==> src/hw/rtl/sfss_pkg.sv <==
// sfss_pkg: constants, phase encoding and command opcodes for the flash sector sequencer
// used by spi_flash_sector_sequencer; no dependencies

package sfss_pkg;

    localparam int SECTOR_BYTES     = 4096;
    localparam int PAGE_BYTES       = 256;
    localparam int ADDR_BITS        = 24;

    localparam int SECTOR_SHIFT     = $clog2(SECTOR_BYTES);
    localparam int PAGES_PER_SECTOR = SECTOR_BYTES / PAGE_BYTES;
    localparam int PAGE_IDX_W       = $clog2(PAGES_PER_SECTOR) + 1;

    // field widths fixed by the word layout
    localparam int OP_W     = 2;
    localparam int SECTOR_W = 12;
    localparam int COUNT_W  = 13;
    localparam int REPLY_W  = 8;
    localparam int TICK_W   = 16;
    localparam int FADDR_W  = 24;
    localparam int SEND_W   = 9;
    localparam int RECV_W   = 13;

    localparam int S_TDATA_W = 40;
    localparam int M_TDATA_W = 64;

    typedef enum logic [1:0] {
        OP_START_WRITE = 2'd0,
        OP_START_READ  = 2'd1,
        OP_CMD_DONE    = 2'd2,
        OP_TICK        = 2'd3
    } t_op;

    typedef enum logic [3:0] {
        PH_IDLE,
        PH_W_CLEAR,
        PH_W_WAIT_PRE,
        PH_W_WREN_ERASE,
        PH_W_ERASE,
        PH_W_WAIT_ERASE,
        PH_W_WREN_PAGE,
        PH_W_PROG,
        PH_W_WAIT_PROG,
        PH_W_DISABLE,
        PH_R_WAIT,
        PH_R_READ
    } t_phase;

    localparam logic [7:0] OPC_CLEAR_EXT = 8'h82;
    localparam logic [7:0] OPC_READ_EXT  = 8'h81;
    localparam logic [7:0] OPC_WREN      = 8'h06;
    localparam logic [7:0] OPC_WRDI      = 8'h04;
    localparam logic [7:0] OPC_ERASE_4K  = 8'hD7;
    localparam logic [7:0] OPC_PROGRAM   = 8'h02;
    localparam logic [7:0] OPC_FAST_READ = 8'h0B;

    localparam logic [REPLY_W-1:0] STATUS_BUSY = 8'h01;
    localparam logic [REPLY_W-1:0] STATUS_ERR  = 8'h0E;

    localparam logic [15:0] TIMEOUT_RESET = 16'd1000;

    typedef struct packed {
        logic               is_finished;
        logic               failed;
        logic [7:0]         opcode;
        logic               has_address;
        logic [FADDR_W-1:0] flash_address;
        logic               dummy_count;
        logic [SEND_W-1:0]  send_bytes;
        logic [RECV_W-1:0]  receive_bytes;
    } t_result;

endpackage

==> src/hw/rtl/spi_flash_sector_sequencer.sv <==
// spi_flash_sector_sequencer: erase/program and read command sequencer for spi nor flash
// depends on sfss_pkg

// Takes one event word per cycle (start write, start read, command done, millisecond
// tick) and answers with at most one word: a command frame for the spi engine or a
// finished marker carrying the error flag. Each word is handled combinationally by the
// phase logic and its answer lands in an output register, so a new word is taken every
// cycle as long as the output register is empty or being drained in the same cycle.
// Each answer shows in the cycle after its word is accepted. The busy-poll timeout in
// ticks is set through the configuration write port and should only change while idle.
module spi_flash_sector_sequencer (
    input  logic        i_clk,
    input  logic        i_rst_n,
    input  logic        i_cfg_we,
    input  logic [15:0] i_cfg_wdata,
    input  logic        i_s_tvalid,
    output logic        o_s_tready,
    // [11:0] start_sector, [24:12] sector_count, [32:25] reply_byte, rest zero
    input  logic [sfss_pkg::S_TDATA_W-1:0] i_s_tdata,
    // [1:0] op
    input  logic [sfss_pkg::OP_W-1:0]      i_s_tuser,
    output logic        o_m_tvalid,
    input  logic        i_m_tready,
    // [0] failed, [8:1] opcode, [9] has_address, [33:10] flash_address,
    // [34] dummy_count, [43:35] send_bytes, [56:44] receive_bytes, rest zero
    output logic [sfss_pkg::M_TDATA_W-1:0] o_m_tdata,
    // [0] is_finished
    output logic        o_m_tuser
);
    import sfss_pkg::*;

    logic [TICK_W-1:0]     r_timeout;
    t_phase                r_phase,       n_phase;
    logic                  r_is_write,    n_is_write;
    logic [ADDR_BITS-1:0]  r_cur_address, n_cur_address;
    logic [COUNT_W-1:0]    r_sectors_left, n_sectors_left;
    logic [PAGE_IDX_W-1:0] r_page_index,  n_page_index;
    logic [TICK_W-1:0]     r_elapsed,     n_elapsed;
    logic [REPLY_W-1:0]    r_last_status, n_last_status;
    logic                  r_poll_pending, n_poll_pending;
    logic                  r_error_seen,  n_error_seen;

    logic                  r_m_valid;
    t_result               r_result, n_result;
    logic                  emit;

    logic                  accept;
    t_op                   in_op;
    logic [SECTOR_W-1:0]   in_sector;
    logic [COUNT_W-1:0]    in_count;
    logic [REPLY_W-1:0]    in_reply;
    logic                  in_wait;
    logic [ADDR_BITS-1:0]  start_addr;
    logic [COUNT_W-1:0]    sectors_dec;
    logic                  err_now;

    assign o_s_tready = !r_m_valid || i_m_tready;
    assign accept     = i_s_tvalid && o_s_tready;

    assign in_op     = t_op'(i_s_tuser);
    assign in_sector = i_s_tdata[11:0];
    assign in_count  = i_s_tdata[24:12];
    assign in_reply  = i_s_tdata[32:25];

    assign start_addr  = ADDR_BITS'(in_sector) << SECTOR_SHIFT;
    assign sectors_dec = (r_sectors_left != '0) ? r_sectors_left - 1'b1 : r_sectors_left;
    assign in_wait     = (r_phase == PH_W_WAIT_PRE) || (r_phase == PH_W_WAIT_ERASE) ||
                         (r_phase == PH_W_WAIT_PROG) || (r_phase == PH_R_WAIT);
    assign err_now     = (in_reply & STATUS_ERR) != '0;

    always_comb begin
        n_phase        = r_phase;
        n_is_write     = r_is_write;
        n_cur_address  = r_cur_address;
        n_sectors_left = r_sectors_left;
        n_page_index   = r_page_index;
        n_elapsed      = r_elapsed;
        n_last_status  = r_last_status;
        n_poll_pending = r_poll_pending;
        n_error_seen   = r_error_seen;
        n_result       = '0;
        emit           = 1'b0;

        case (in_op)
            OP_START_WRITE, OP_START_READ: begin
                if (r_phase == PH_IDLE) begin
                    emit           = 1'b1;
                    n_cur_address  = start_addr;
                    n_sectors_left = in_count;
                    n_page_index   = '0;
                    n_error_seen   = 1'b0;
                    if (in_op == OP_START_WRITE) begin
                        n_is_write        = 1'b1;
                        n_poll_pending    = 1'b0;
                        n_phase           = PH_W_CLEAR;
                        n_result.opcode   = OPC_CLEAR_EXT;
                    end else begin
                        n_is_write              = 1'b0;
                        n_phase                 = PH_R_WAIT;
                        n_elapsed               = '0;
                        n_poll_pending          = 1'b1;
                        n_result.opcode         = OPC_READ_EXT;
                        n_result.receive_bytes  = RECV_W'(1);
                    end
                end
            end
            OP_TICK: begin
                if (in_wait && !r_poll_pending) begin
                    emit                   = 1'b1;
                    n_elapsed              = r_elapsed + 1'b1;
                    n_poll_pending         = 1'b1;
                    n_result.opcode        = OPC_READ_EXT;
                    n_result.receive_bytes = RECV_W'(1);
                end
            end
            OP_CMD_DONE: begin
                if (in_wait) begin
                    if (r_poll_pending) begin
                        n_poll_pending = 1'b0;
                        n_last_status  = in_reply;
                        // still busy and time left: wait for the next tick
                        if (!(in_reply[0] && (r_elapsed < r_timeout))) begin
                            emit = 1'b1;
                            if (r_phase == PH_R_WAIT) begin
                                if (r_sectors_left == '0) begin
                                    n_phase              = PH_IDLE;
                                    n_result.is_finished = 1'b1;
                                end else begin
                                    n_phase                = PH_R_READ;
                                    n_result.opcode        = OPC_FAST_READ;
                                    n_result.has_address   = 1'b1;
                                    n_result.dummy_count   = 1'b1;
                                    n_result.receive_bytes = RECV_W'(SECTOR_BYTES);
                                end
                            end else if (err_now) begin
                                n_error_seen    = 1'b1;
                                n_phase         = PH_W_DISABLE;
                                n_result.opcode = OPC_WRDI;
                            end else if (r_phase == PH_W_WAIT_PRE) begin
                                n_phase         = PH_W_WREN_ERASE;
                                n_result.opcode = OPC_WREN;
                            end else if (r_phase == PH_W_WAIT_ERASE) begin
                                n_page_index    = '0;
                                n_phase         = PH_W_WREN_PAGE;
                                n_result.opcode = OPC_WREN;
                            end else begin
                                n_page_index = r_page_index + 1'b1;
                                if (n_page_index < PAGE_IDX_W'(PAGES_PER_SECTOR)) begin
                                    n_phase         = PH_W_WREN_PAGE;
                                    n_result.opcode = OPC_WREN;
                                end else begin
                                    n_sectors_left = sectors_dec;
                                    if (sectors_dec != '0) begin
                                        n_phase                = PH_W_WAIT_PRE;
                                        n_elapsed              = '0;
                                        n_poll_pending         = 1'b1;
                                        n_result.opcode        = OPC_READ_EXT;
                                        n_result.receive_bytes = RECV_W'(1);
                                    end else begin
                                        n_phase         = PH_W_DISABLE;
                                        n_result.opcode = OPC_WRDI;
                                    end
                                end
                            end
                        end
                    end
                end else begin
                    case (r_phase)
                        PH_W_CLEAR: begin
                            emit = 1'b1;
                            if (r_sectors_left == '0) begin
                                n_phase         = PH_W_DISABLE;
                                n_result.opcode = OPC_WRDI;
                            end else begin
                                n_phase                = PH_W_WAIT_PRE;
                                n_elapsed              = '0;
                                n_poll_pending         = 1'b1;
                                n_result.opcode        = OPC_READ_EXT;
                                n_result.receive_bytes = RECV_W'(1);
                            end
                        end
                        PH_W_WREN_ERASE: begin
                            emit                 = 1'b1;
                            n_phase              = PH_W_ERASE;
                            n_result.opcode      = OPC_ERASE_4K;
                            n_result.has_address = 1'b1;
                        end
                        PH_W_ERASE: begin
                            emit                   = 1'b1;
                            n_phase                = PH_W_WAIT_ERASE;
                            n_elapsed              = '0;
                            n_poll_pending         = 1'b1;
                            n_result.opcode        = OPC_READ_EXT;
                            n_result.receive_bytes = RECV_W'(1);
                        end
                        PH_W_WREN_PAGE: begin
                            emit                 = 1'b1;
                            n_phase              = PH_W_PROG;
                            n_result.opcode      = OPC_PROGRAM;
                            n_result.has_address = 1'b1;
                            n_result.send_bytes  = SEND_W'(PAGE_BYTES);
                        end
                        PH_W_PROG: begin
                            emit                   = 1'b1;
                            n_cur_address          = r_cur_address + ADDR_BITS'(PAGE_BYTES);
                            n_phase                = PH_W_WAIT_PROG;
                            n_elapsed              = '0;
                            n_poll_pending         = 1'b1;
                            n_result.opcode        = OPC_READ_EXT;
                            n_result.receive_bytes = RECV_W'(1);
                        end
                        PH_W_DISABLE: begin
                            emit                 = 1'b1;
                            n_phase              = PH_IDLE;
                            n_result.is_finished = 1'b1;
                            n_result.failed      = r_error_seen;
                        end
                        PH_R_READ: begin
                            emit           = 1'b1;
                            n_cur_address  = r_cur_address + ADDR_BITS'(SECTOR_BYTES);
                            n_sectors_left = sectors_dec;
                            if (sectors_dec == '0) begin
                                n_phase              = PH_IDLE;
                                n_result.is_finished = 1'b1;
                            end else begin
                                n_phase                = PH_R_READ;
                                n_result.opcode        = OPC_FAST_READ;
                                n_result.has_address   = 1'b1;
                                n_result.dummy_count   = 1'b1;
                                n_result.receive_bytes = RECV_W'(SECTOR_BYTES);
                            end
                        end
                        default: begin
                            emit = 1'b0;
                        end
                    endcase
                end
            end
            default: begin
                emit = 1'b0;
            end
        endcase

        // address frames carry the address as it stands after this word
        if (n_result.has_address) begin
            n_result.flash_address = FADDR_W'(n_cur_address);
        end
    end

    always_ff @(posedge i_clk) begin
        if (!i_rst_n) begin
            r_timeout      <= TIMEOUT_RESET;
            r_phase        <= PH_IDLE;
            r_is_write     <= 1'b0;
            r_cur_address  <= '0;
            r_sectors_left <= '0;
            r_page_index   <= '0;
            r_elapsed      <= '0;
            r_last_status  <= '0;
            r_poll_pending <= 1'b0;
            r_error_seen   <= 1'b0;
            r_m_valid      <= 1'b0;
        end else begin
            if (i_cfg_we) begin
                r_timeout <= i_cfg_wdata;
            end
            if (accept) begin
                r_phase        <= n_phase;
                r_is_write     <= n_is_write;
                r_cur_address  <= n_cur_address;
                r_sectors_left <= n_sectors_left;
                r_page_index   <= n_page_index;
                r_elapsed      <= n_elapsed;
                r_last_status  <= n_last_status;
                r_poll_pending <= n_poll_pending;
                r_error_seen   <= n_error_seen;
            end
            if (o_s_tready) begin
                r_m_valid <= accept && emit;
            end
        end
    end

    always_ff @(posedge i_clk) begin
        if (o_s_tready) begin
            r_result <= n_result;
        end
    end

    assign o_m_tvalid = r_m_valid;
    assign o_m_tuser  = r_result.is_finished;
    assign o_m_tdata  = {7'd0,
                         r_result.receive_bytes,
                         r_result.send_bytes,
                         r_result.dummy_count,
                         r_result.flash_address,
                         r_result.has_address,
                         r_result.opcode,
                         r_result.failed};

endmodule
==> config.mk <==
export PLATFORM = sky130hd
export DESIGN_NAME = spi_flash_sector_sequencer
export DESIGN_NICKNAME = d
export VERILOG_FILES = /design/src/hw/rtl/sfss_pkg.sv /design/src/hw/rtl/spi_flash_sector_sequencer.sv
export SDC_FILE = /design/constraint.sdc
export NUM_CORES = 1
export LEC_CHECK = 0
export BUFFER_PORTS_ARGS = -buffer_cell sky130_fd_sc_hd__buf_4
export CELL_PAD_IN_SITES_DETAIL_PLACEMENT = 1
export CELL_PAD_IN_SITES_GLOBAL_PLACEMENT = 2
export CORE_MARGIN = 2
export CORE_UTILIZATION = 33
export DETAILED_ROUTE_END_ITERATION = 8
export PLACE_DENSITY = 0.92
export SLEW_MARGIN = 10
export SYNTH_ARGS = -nofsm -noshare
export SYNTH_HDL_FRONTEND = slang
export SYNTH_SLANG_ARGS = --single-unit
==> constraint.sdc <==
create_clock -name i_clk -period 3.74 [get_ports i_clk]
set_clock_uncertainty 0.05 [all_clocks]
set_input_delay 0.187 -clock i_clk [delete_from_list [all_inputs] [get_ports i_clk]]
set_output_delay 0.187 -clock i_clk [all_outputs]
set_load 0.02 [all_outputs]
# ---- After elaboration in Yosys (flattened, before gate mapping)
# Index checks and enable logic that the tools add are counted.
# W data, S select, Z words.
dict set report totals {
  reg_bits 139
  in_bits 63
  out_inout_bits 67
}
dict set report op_classes {
  n_addsub 5
  order_cmp 2
  eq_ne 36
  muxes 137
  n_bitwise 2
  reduce_logical 30
}
# operator count
set ops {}
lappend ops {{$mux W13} 17}
lappend ops {{$mux W16} 13}
lappend ops {{$pmux W24 S2} 2}
lappend ops {{$pmux W13 S3} 2}
lappend ops {{$mux W8} 9}
lappend ops {{$mux W4} 14}
lappend ops {{$mux W5} 10}
lappend ops {{$mux W1} 49}
lappend ops {{$mux W24} 2}
lappend ops {{$pmux W16 S3} 1}
lappend ops {{$pmux W8 S5} 1}
lappend ops {{$mux W9} 4}
lappend ops {{$pmux W16 S2} 1}
lappend ops {{$pmux W4 S7} 1}
lappend ops {{$logic_not A13 Y1} 2}
lappend ops {{$pmux W13 S2} 1}
lappend ops {{$reduce_bool A13 Y1} 2}
lappend ops {{$add A24 B13 Y24 const B} 1}
lappend ops {{$add A24 B9 Y24 const B} 1}
lappend ops {{$ne A3 B3 Y1 const B} 8}
lappend ops {{$pmux W8 S3} 1}
lappend ops {{$ne A2 B2 Y1 const B} 10}
lappend ops {{$add A16 B1 Y16 const B} 1}
lappend ops {{$eq A4 B3 Y1 const B} 4}
lappend ops {{other kinds (35)} 55}

# ---- Longest topological paths before layout
dict set report logic_depth {
  word_depth 13
  mapped_depth 12
  mapped_depth_nobuf 10
}

# ---- Worst setup path after synthesis
# Ideal clock, no wire load.
dict set report synth_timing {
  path_type {flip-flop to flip-flop}
  start {register r_m_valid (netlist: o_m_tvalid)}
  end {register r_elapsed[15]}
  arrival_ns 2.937
  required_ns 3.566
  slack_ns 0.629
  stages_incl_launch_ff 8
  cell_sequence {dfxtp_1 > nand2b_1 > nand2_1 > a21oi_1 > nand3b_1 > o31ai_2 > buf_2 > a31oi_1}
}
dict set report synth_between {
  elab_chain_len 4
}
# element line
set synth_lines {}
lappend synth_lines {{start: declaration} spi_flash_sector_sequencer.sv:43} ;# logic r_m_valid;
lappend synth_lines {{start signal: assignment} spi_flash_sector_sequencer.sv:279} ;# r_m_valid <= accept && emit;
lappend synth_lines {{$logic_not A1 Y1} spi_flash_sector_sequencer.sv:57} ;# assign o_s_tready = !r_m_valid || i_m_tready;
lappend synth_lines {{$logic_or A1 B1 Y1} spi_flash_sector_sequencer.sv:57}
lappend synth_lines {{named net o_s_tready} spi_flash_sector_sequencer.sv:17} ;# output logic o_s_tready,
lappend synth_lines {{$logic_and A1 B1 Y1} spi_flash_sector_sequencer.sv:58} ;# assign accept = i_s_tvalid && o_s_tready;
lappend synth_lines {{$reduce_and A14 Y1 (no source line)} --}
lappend synth_lines {{end signal: assignment} spi_flash_sector_sequencer.sv:273} ;# r_elapsed <= n_elapsed;
lappend synth_lines {{end: declaration} spi_flash_sector_sequencer.sv:38} ;# logic [TICK_W-1:0] r_elapsed, n_elapsed;
# The timed path passes the listed nets, and every way through them passes these cells.
# A chain may end at the register's enable or synchronous reset.

# ---- Worst setup path after layout
dict set report layout_timing {
  start {register r_sectors_left[1]}
  end {register r_result (netlist bit o_m_tdata[31]) (data pin)}
}
dict set report layout_between {
  elab_chain_len 7
  word_cells_on_any_way 13
  classes_between {1 x add/sub; 9 x mux; 3 x reduce/logical}
}
# element line
set layout_lines {}
lappend layout_lines {{start: declaration} spi_flash_sector_sequencer.sv:36} ;# logic [COUNT_W-1:0] r_sectors_left, n_sectors_left;
lappend layout_lines {{start signal: assignment} spi_flash_sector_sequencer.sv:271} ;# r_sectors_left <= n_sectors_left;
lappend layout_lines {{$sub A13 B1 Y13 (tied with other cells)} spi_flash_sector_sequencer.sv:66} ;# assign sectors_dec = (r_sectors_left != '0) ? r_sectors_left - 1'b1 : r_sectors_left;
lappend layout_lines {{$mux W13 or $mux W5 (tied branches)} {spi_flash_sector_sequencer.sv:66, spi_flash_sector_sequencer.sv:125}}
lappend layout_lines {{$logic_not A13 Y1 or $mux W1 (tied branches)} {spi_flash_sector_sequencer.sv:222, spi_flash_sector_sequencer.sv:124}}
lappend layout_lines {{$mux W5 or $mux W9 (tied branches)} {spi_flash_sector_sequencer.sv:222, spi_flash_sector_sequencer.sv:122}}
lappend layout_lines {{$pmux W1 S2 or $mux W9 (tied branches)} {spi_flash_sector_sequencer.sv:168, spi_flash_sector_sequencer.sv:118}}
lappend layout_lines {{$mux W9 (*)} spi_flash_sector_sequencer.sv:117} ;# if (in_wait) begin
lappend layout_lines {{$mux W1 (*)} spi_flash_sector_sequencer.sv:84} ;# case (in_op)
lappend layout_lines {{end signal: assignment} spi_flash_sector_sequencer.sv:286} ;# r_result <= n_result;
lappend layout_lines {{end: declaration} spi_flash_sector_sequencer.sv:44} ;# t_result r_result, n_result;
# Every way passes the cells marked *; elsewhere a longest branch is shown, timed or not.

==> impl_metrics.yaml <==
timing:
  tns_ns: 0
  worst_slew_pin_slew_ns: 0.940
  slew_headroom_pct: 37.4
  hold_viol: 0
  timing.final.setup_violations: 0
  fmax_ghz: 0.296
  rsz0062_at_grt: "no"
  fin_crit_sh_pct: 90.5
  postLayoutSetupSlackWorst_ns: 0.356
  maxSlewViolCount: 0
  min_period_ns: 3.38
final_layout:
  drive_gt1_share_pct: 18.1
  stdcell_area_mm2: 0.00890
  antenna_cells: 0
  synthToLayoutAreaGrowth_pct: 23.8
  nNetsFinal: 1055
  final_cells: 1259
placement:
  dp_hpwl_um: 16400
  pre_cts_ws_ns: 0.398
  numPortBuffers: 91
  gp_congestion: 0.990
  dp_cells: 1211
  placed_area_mm2: 0.00810
power:
  powerDensity_mw_per_mm2: 478
  power_switching_mw: 1.36
  ir_drop_uv: 221
  power_mw: 4.25
  p_sw_share_pct: 31.9
  power.share.combinational_pct: 22.7
  internal_power_mw: 2.89
  clkPwrFrac_pct: 42.7
  seqPwrFrac_pct: 34.6
  p_leak_nw: 3.66
critical_path:
  cp_max_fo: 14
  crit_start: "r_sectors_left[1]"
  worst_setup_path_start_kind: "flop"
  worstPathRequired_ns: 3.86
  rrSetupSlack_ns: 0.36
  endpoint: "o_m_tdata[31]"
  cp_data_arrival_time_ns: 3.51
  reg2regPathDepth: 10
  reg2reg_from: "r_sectors_left[1]"
  r2r_end: "o_m_tdata[31]"
  path_class: "reg -> reg"
  end_kind: "flop"
flow_run:
  maxCapViolations: 0
clocking:
  cts_setup_buffers: 0
  numClockSinks: 118
  htreeDepth: 4
  max-clock-path-buffers: 2
  cts_root_buf: "clkbuf_16"
  cts_tree: "yes"
  clk_latency_ns: 0.43
  clkTransAtPathRegs_ns: 0.06
  numCtsBuffers: 17
yosys:
  syn_inst: 872
  ys_seq_elements: 118
  synthesis.area_mm2: 0.00719
  async_flop_share_pct: 0
  synth_cell_type_count: 78
  synth_warnings: 0
  yosysSeqAreaShare_pct: 38.0
  synthFlopType: "dfxtp_1"
  synth_enable_flop_cells: 37
  syn_area_per_cell_um2: 8.24
grt:
  grt_pass1_vias: 6985
  grt_start_max_net_pins: 51
  antenna_found_initial: 0
  grt_usage_pct: 21.0
  grt_overflow: 0
  grt_pass1_wl_um: 37700
die:
  initial_core_util_pct: 33.9
  dieArea_mm2: 0.0230
  die_height_um: 152
  pin_count: 130
  rows: 53
  fp.dieW_um: 152
  core_mm2: 0.0212
detailed_routing:
  totalWireLength_um: 23500
  routedWlPerCell_um: 18.7
  viasPerCell: 5.58
  first_pass_iters: 5
  num_vias: 7030
  drtIter0Drc: 460
  drc: 0
  ant_nets: 0
hold_path:
  worstHoldPathType: "in -> reg"
outcome:
  outcome: "finished clean"
sequential cells by signal (all words and copies together) (netlist names):
signal	flops
r_phase	4
r_sectors_left	13
o_m_tuser	1
r_error_seen	1
o_m_tdata	36
r_cur_address	24
r_timeout	16
r_page_index	5
r_elapsed	16
o_m_tvalid	1
r_poll_pending	1
Yosys cell counts (3+ instances only):
master | n | area share, %
a211o_1 | 3 | 0.37
a211oi_1 | 19 | 2.0
a21o_1 | 10 | 1.0
a21oi_1 | 67 | 4.7
a221oi_1 | 9 | 1.1
a31oi_1 | 22 | 1.9
a32oi_1 | 4 | 0.49
a41oi_1 | 6 | 0.73
and2_1 | 26 | 2.3
and3_1 | 12 | 1.0
and4_1 | 5 | 0.61
and4b_1 | 4 | 0.56
buf_1 | 4 | 0.21
buf_2 | 3 | 0.21
buf_4 | 28 | 2.9
buf_6 | 3 | 0.47
clkbuf_1 | 45 | 2.4
dfxtp_1 | 81 | 23
edfxtp_1 | 37 | 15
ha_1 | 21 | 3.7
inv_1 | 30 | 1.6
mux2i_1 | 19 | 2.6
nand2_1 | 69 | 3.6
nand2b_1 | 11 | 0.96
nand3_1 | 30 | 2.1
nand4_1 | 8 | 0.70
nand4b_1 | 4 | 0.49
nor2_1 | 100 | 5.2
nor2b_1 | 5 | 0.44
nor3_1 | 26 | 1.8
nor4_1 | 12 | 1.0
o2111ai_1 | 4 | 0.49
o211ai_1 | 8 | 0.84
o21a_1 | 8 | 0.84
o21ai_0 | 44 | 3.1
o22ai_1 | 8 | 0.70
o31ai_1 | 8 | 0.84
o41ai_1 | 5 | 0.61
or2_2 | 7 | 0.61
or3_1 | 8 | 0.70
or4_1 | 6 | 0.63
layout make-up:
cell class | instances | area (um^2)
Clock buffer | 17 | 425
Clock inverter | 15 | 215
Fill cell | 2489 | 12300
Inverter | 33 | 126
Multi-Input combinational cell | 664 | 3990
Sequential cell | 118 | 2730
Tap cell | 275 | 344
Timing Repair Buffer | 137 | 1070
metal layers:
metal | track usage [%] | vias up | wire length [um]
met5 | 0 | - | 0
met4 | 5.97 | 0 | 402
met3 | 4.31 | 29 | 1250
met2 | 36.7 | 216 | 11800
met1 | 26.2 | 3422 | 10100
li1 | - | 3363 | -
critical path: stages (launching register included):
cell	delay (ns)
dfxtp_1	0.37
inv_1	0.12
ha_1	0.27
or3b_2	0.53
nor4_1	0.32
mux2i_1	0.35
o2111a_1	0.32
a211oi_4	0.10
nor3_4	0.35
buf_4	0.27
nor2_1	0.07
cells by family after synthesis:
logic type      Yosys count  synth area share (%)
compound gates          249                  22.9
xor+xnor                  2                 0.244
fa+ha+maj                21                  3.66
buf+inv                 116                  7.92
flops                   118                  38.0
mux                      19                  2.65
other cells               1                0.0522
simple gates            346                  24.5
layout by cell type (no fill, tap or decap), types with 21 or more instances in the layout:
master	count
a31oi_1	22
a21oi_1	67
edfxtp_1	37
conb_1	27
buf_4	121
nor2_1	99
o21ai_0	44
nand3_1	30
nor3_1	26
nand2_1	69
inv_1	30
dfxtp_1	81
ha_1	21
and2_1	26
worst min path at each step:
stage                   startpoint                end  slack, ns  cells past startpoint
finish               i_s_tdata[20]  r_sectors_left[8]       0.07                      4
global placement    i_cfg_wdata[7]       r_timeout[7]       0.35                      3
CTS                   i_s_tdata[6]      o_m_tdata[28]       0.05                      3
global route          i_s_tdata[2]      o_m_tdata[24]       0.09                      3
floorplan           i_cfg_wdata[3]       r_timeout[3]       0.27                      2
detailed placement  i_cfg_wdata[8]       r_timeout[8]       0.36                      3
power groups by stage:
stage | Combinational [mW] | Clock, mW | Sequential (mW)
CTS | 0.959 | 1.85 | 1.47
floorplan | 0.634 | 0 | 1.49
global placement | 0.928 | 0 | 1.49
detailed placement | 0.938 | 0 | 1.50
finish | 0.965 | 1.82 | 1.47
global route | 1.06 | 1.91 | 1.48
timing repair:
action | in CTS | in global routing
resized for setup | 0 | 0
hold endpoints to repair | 16 | 0
hold buffers | 16 | 0
stage by stage:
step                hold WS [ns]  utilization, %
global placement           0.355            38.2
floorplan                  0.267               -
detailed placement         0.364            38.2
CTS                       0.0473            41.9
global route              0.0859            41.9
finish                    0.0652            41.9
Note: power is estimated with default switching activity, not from simulation.
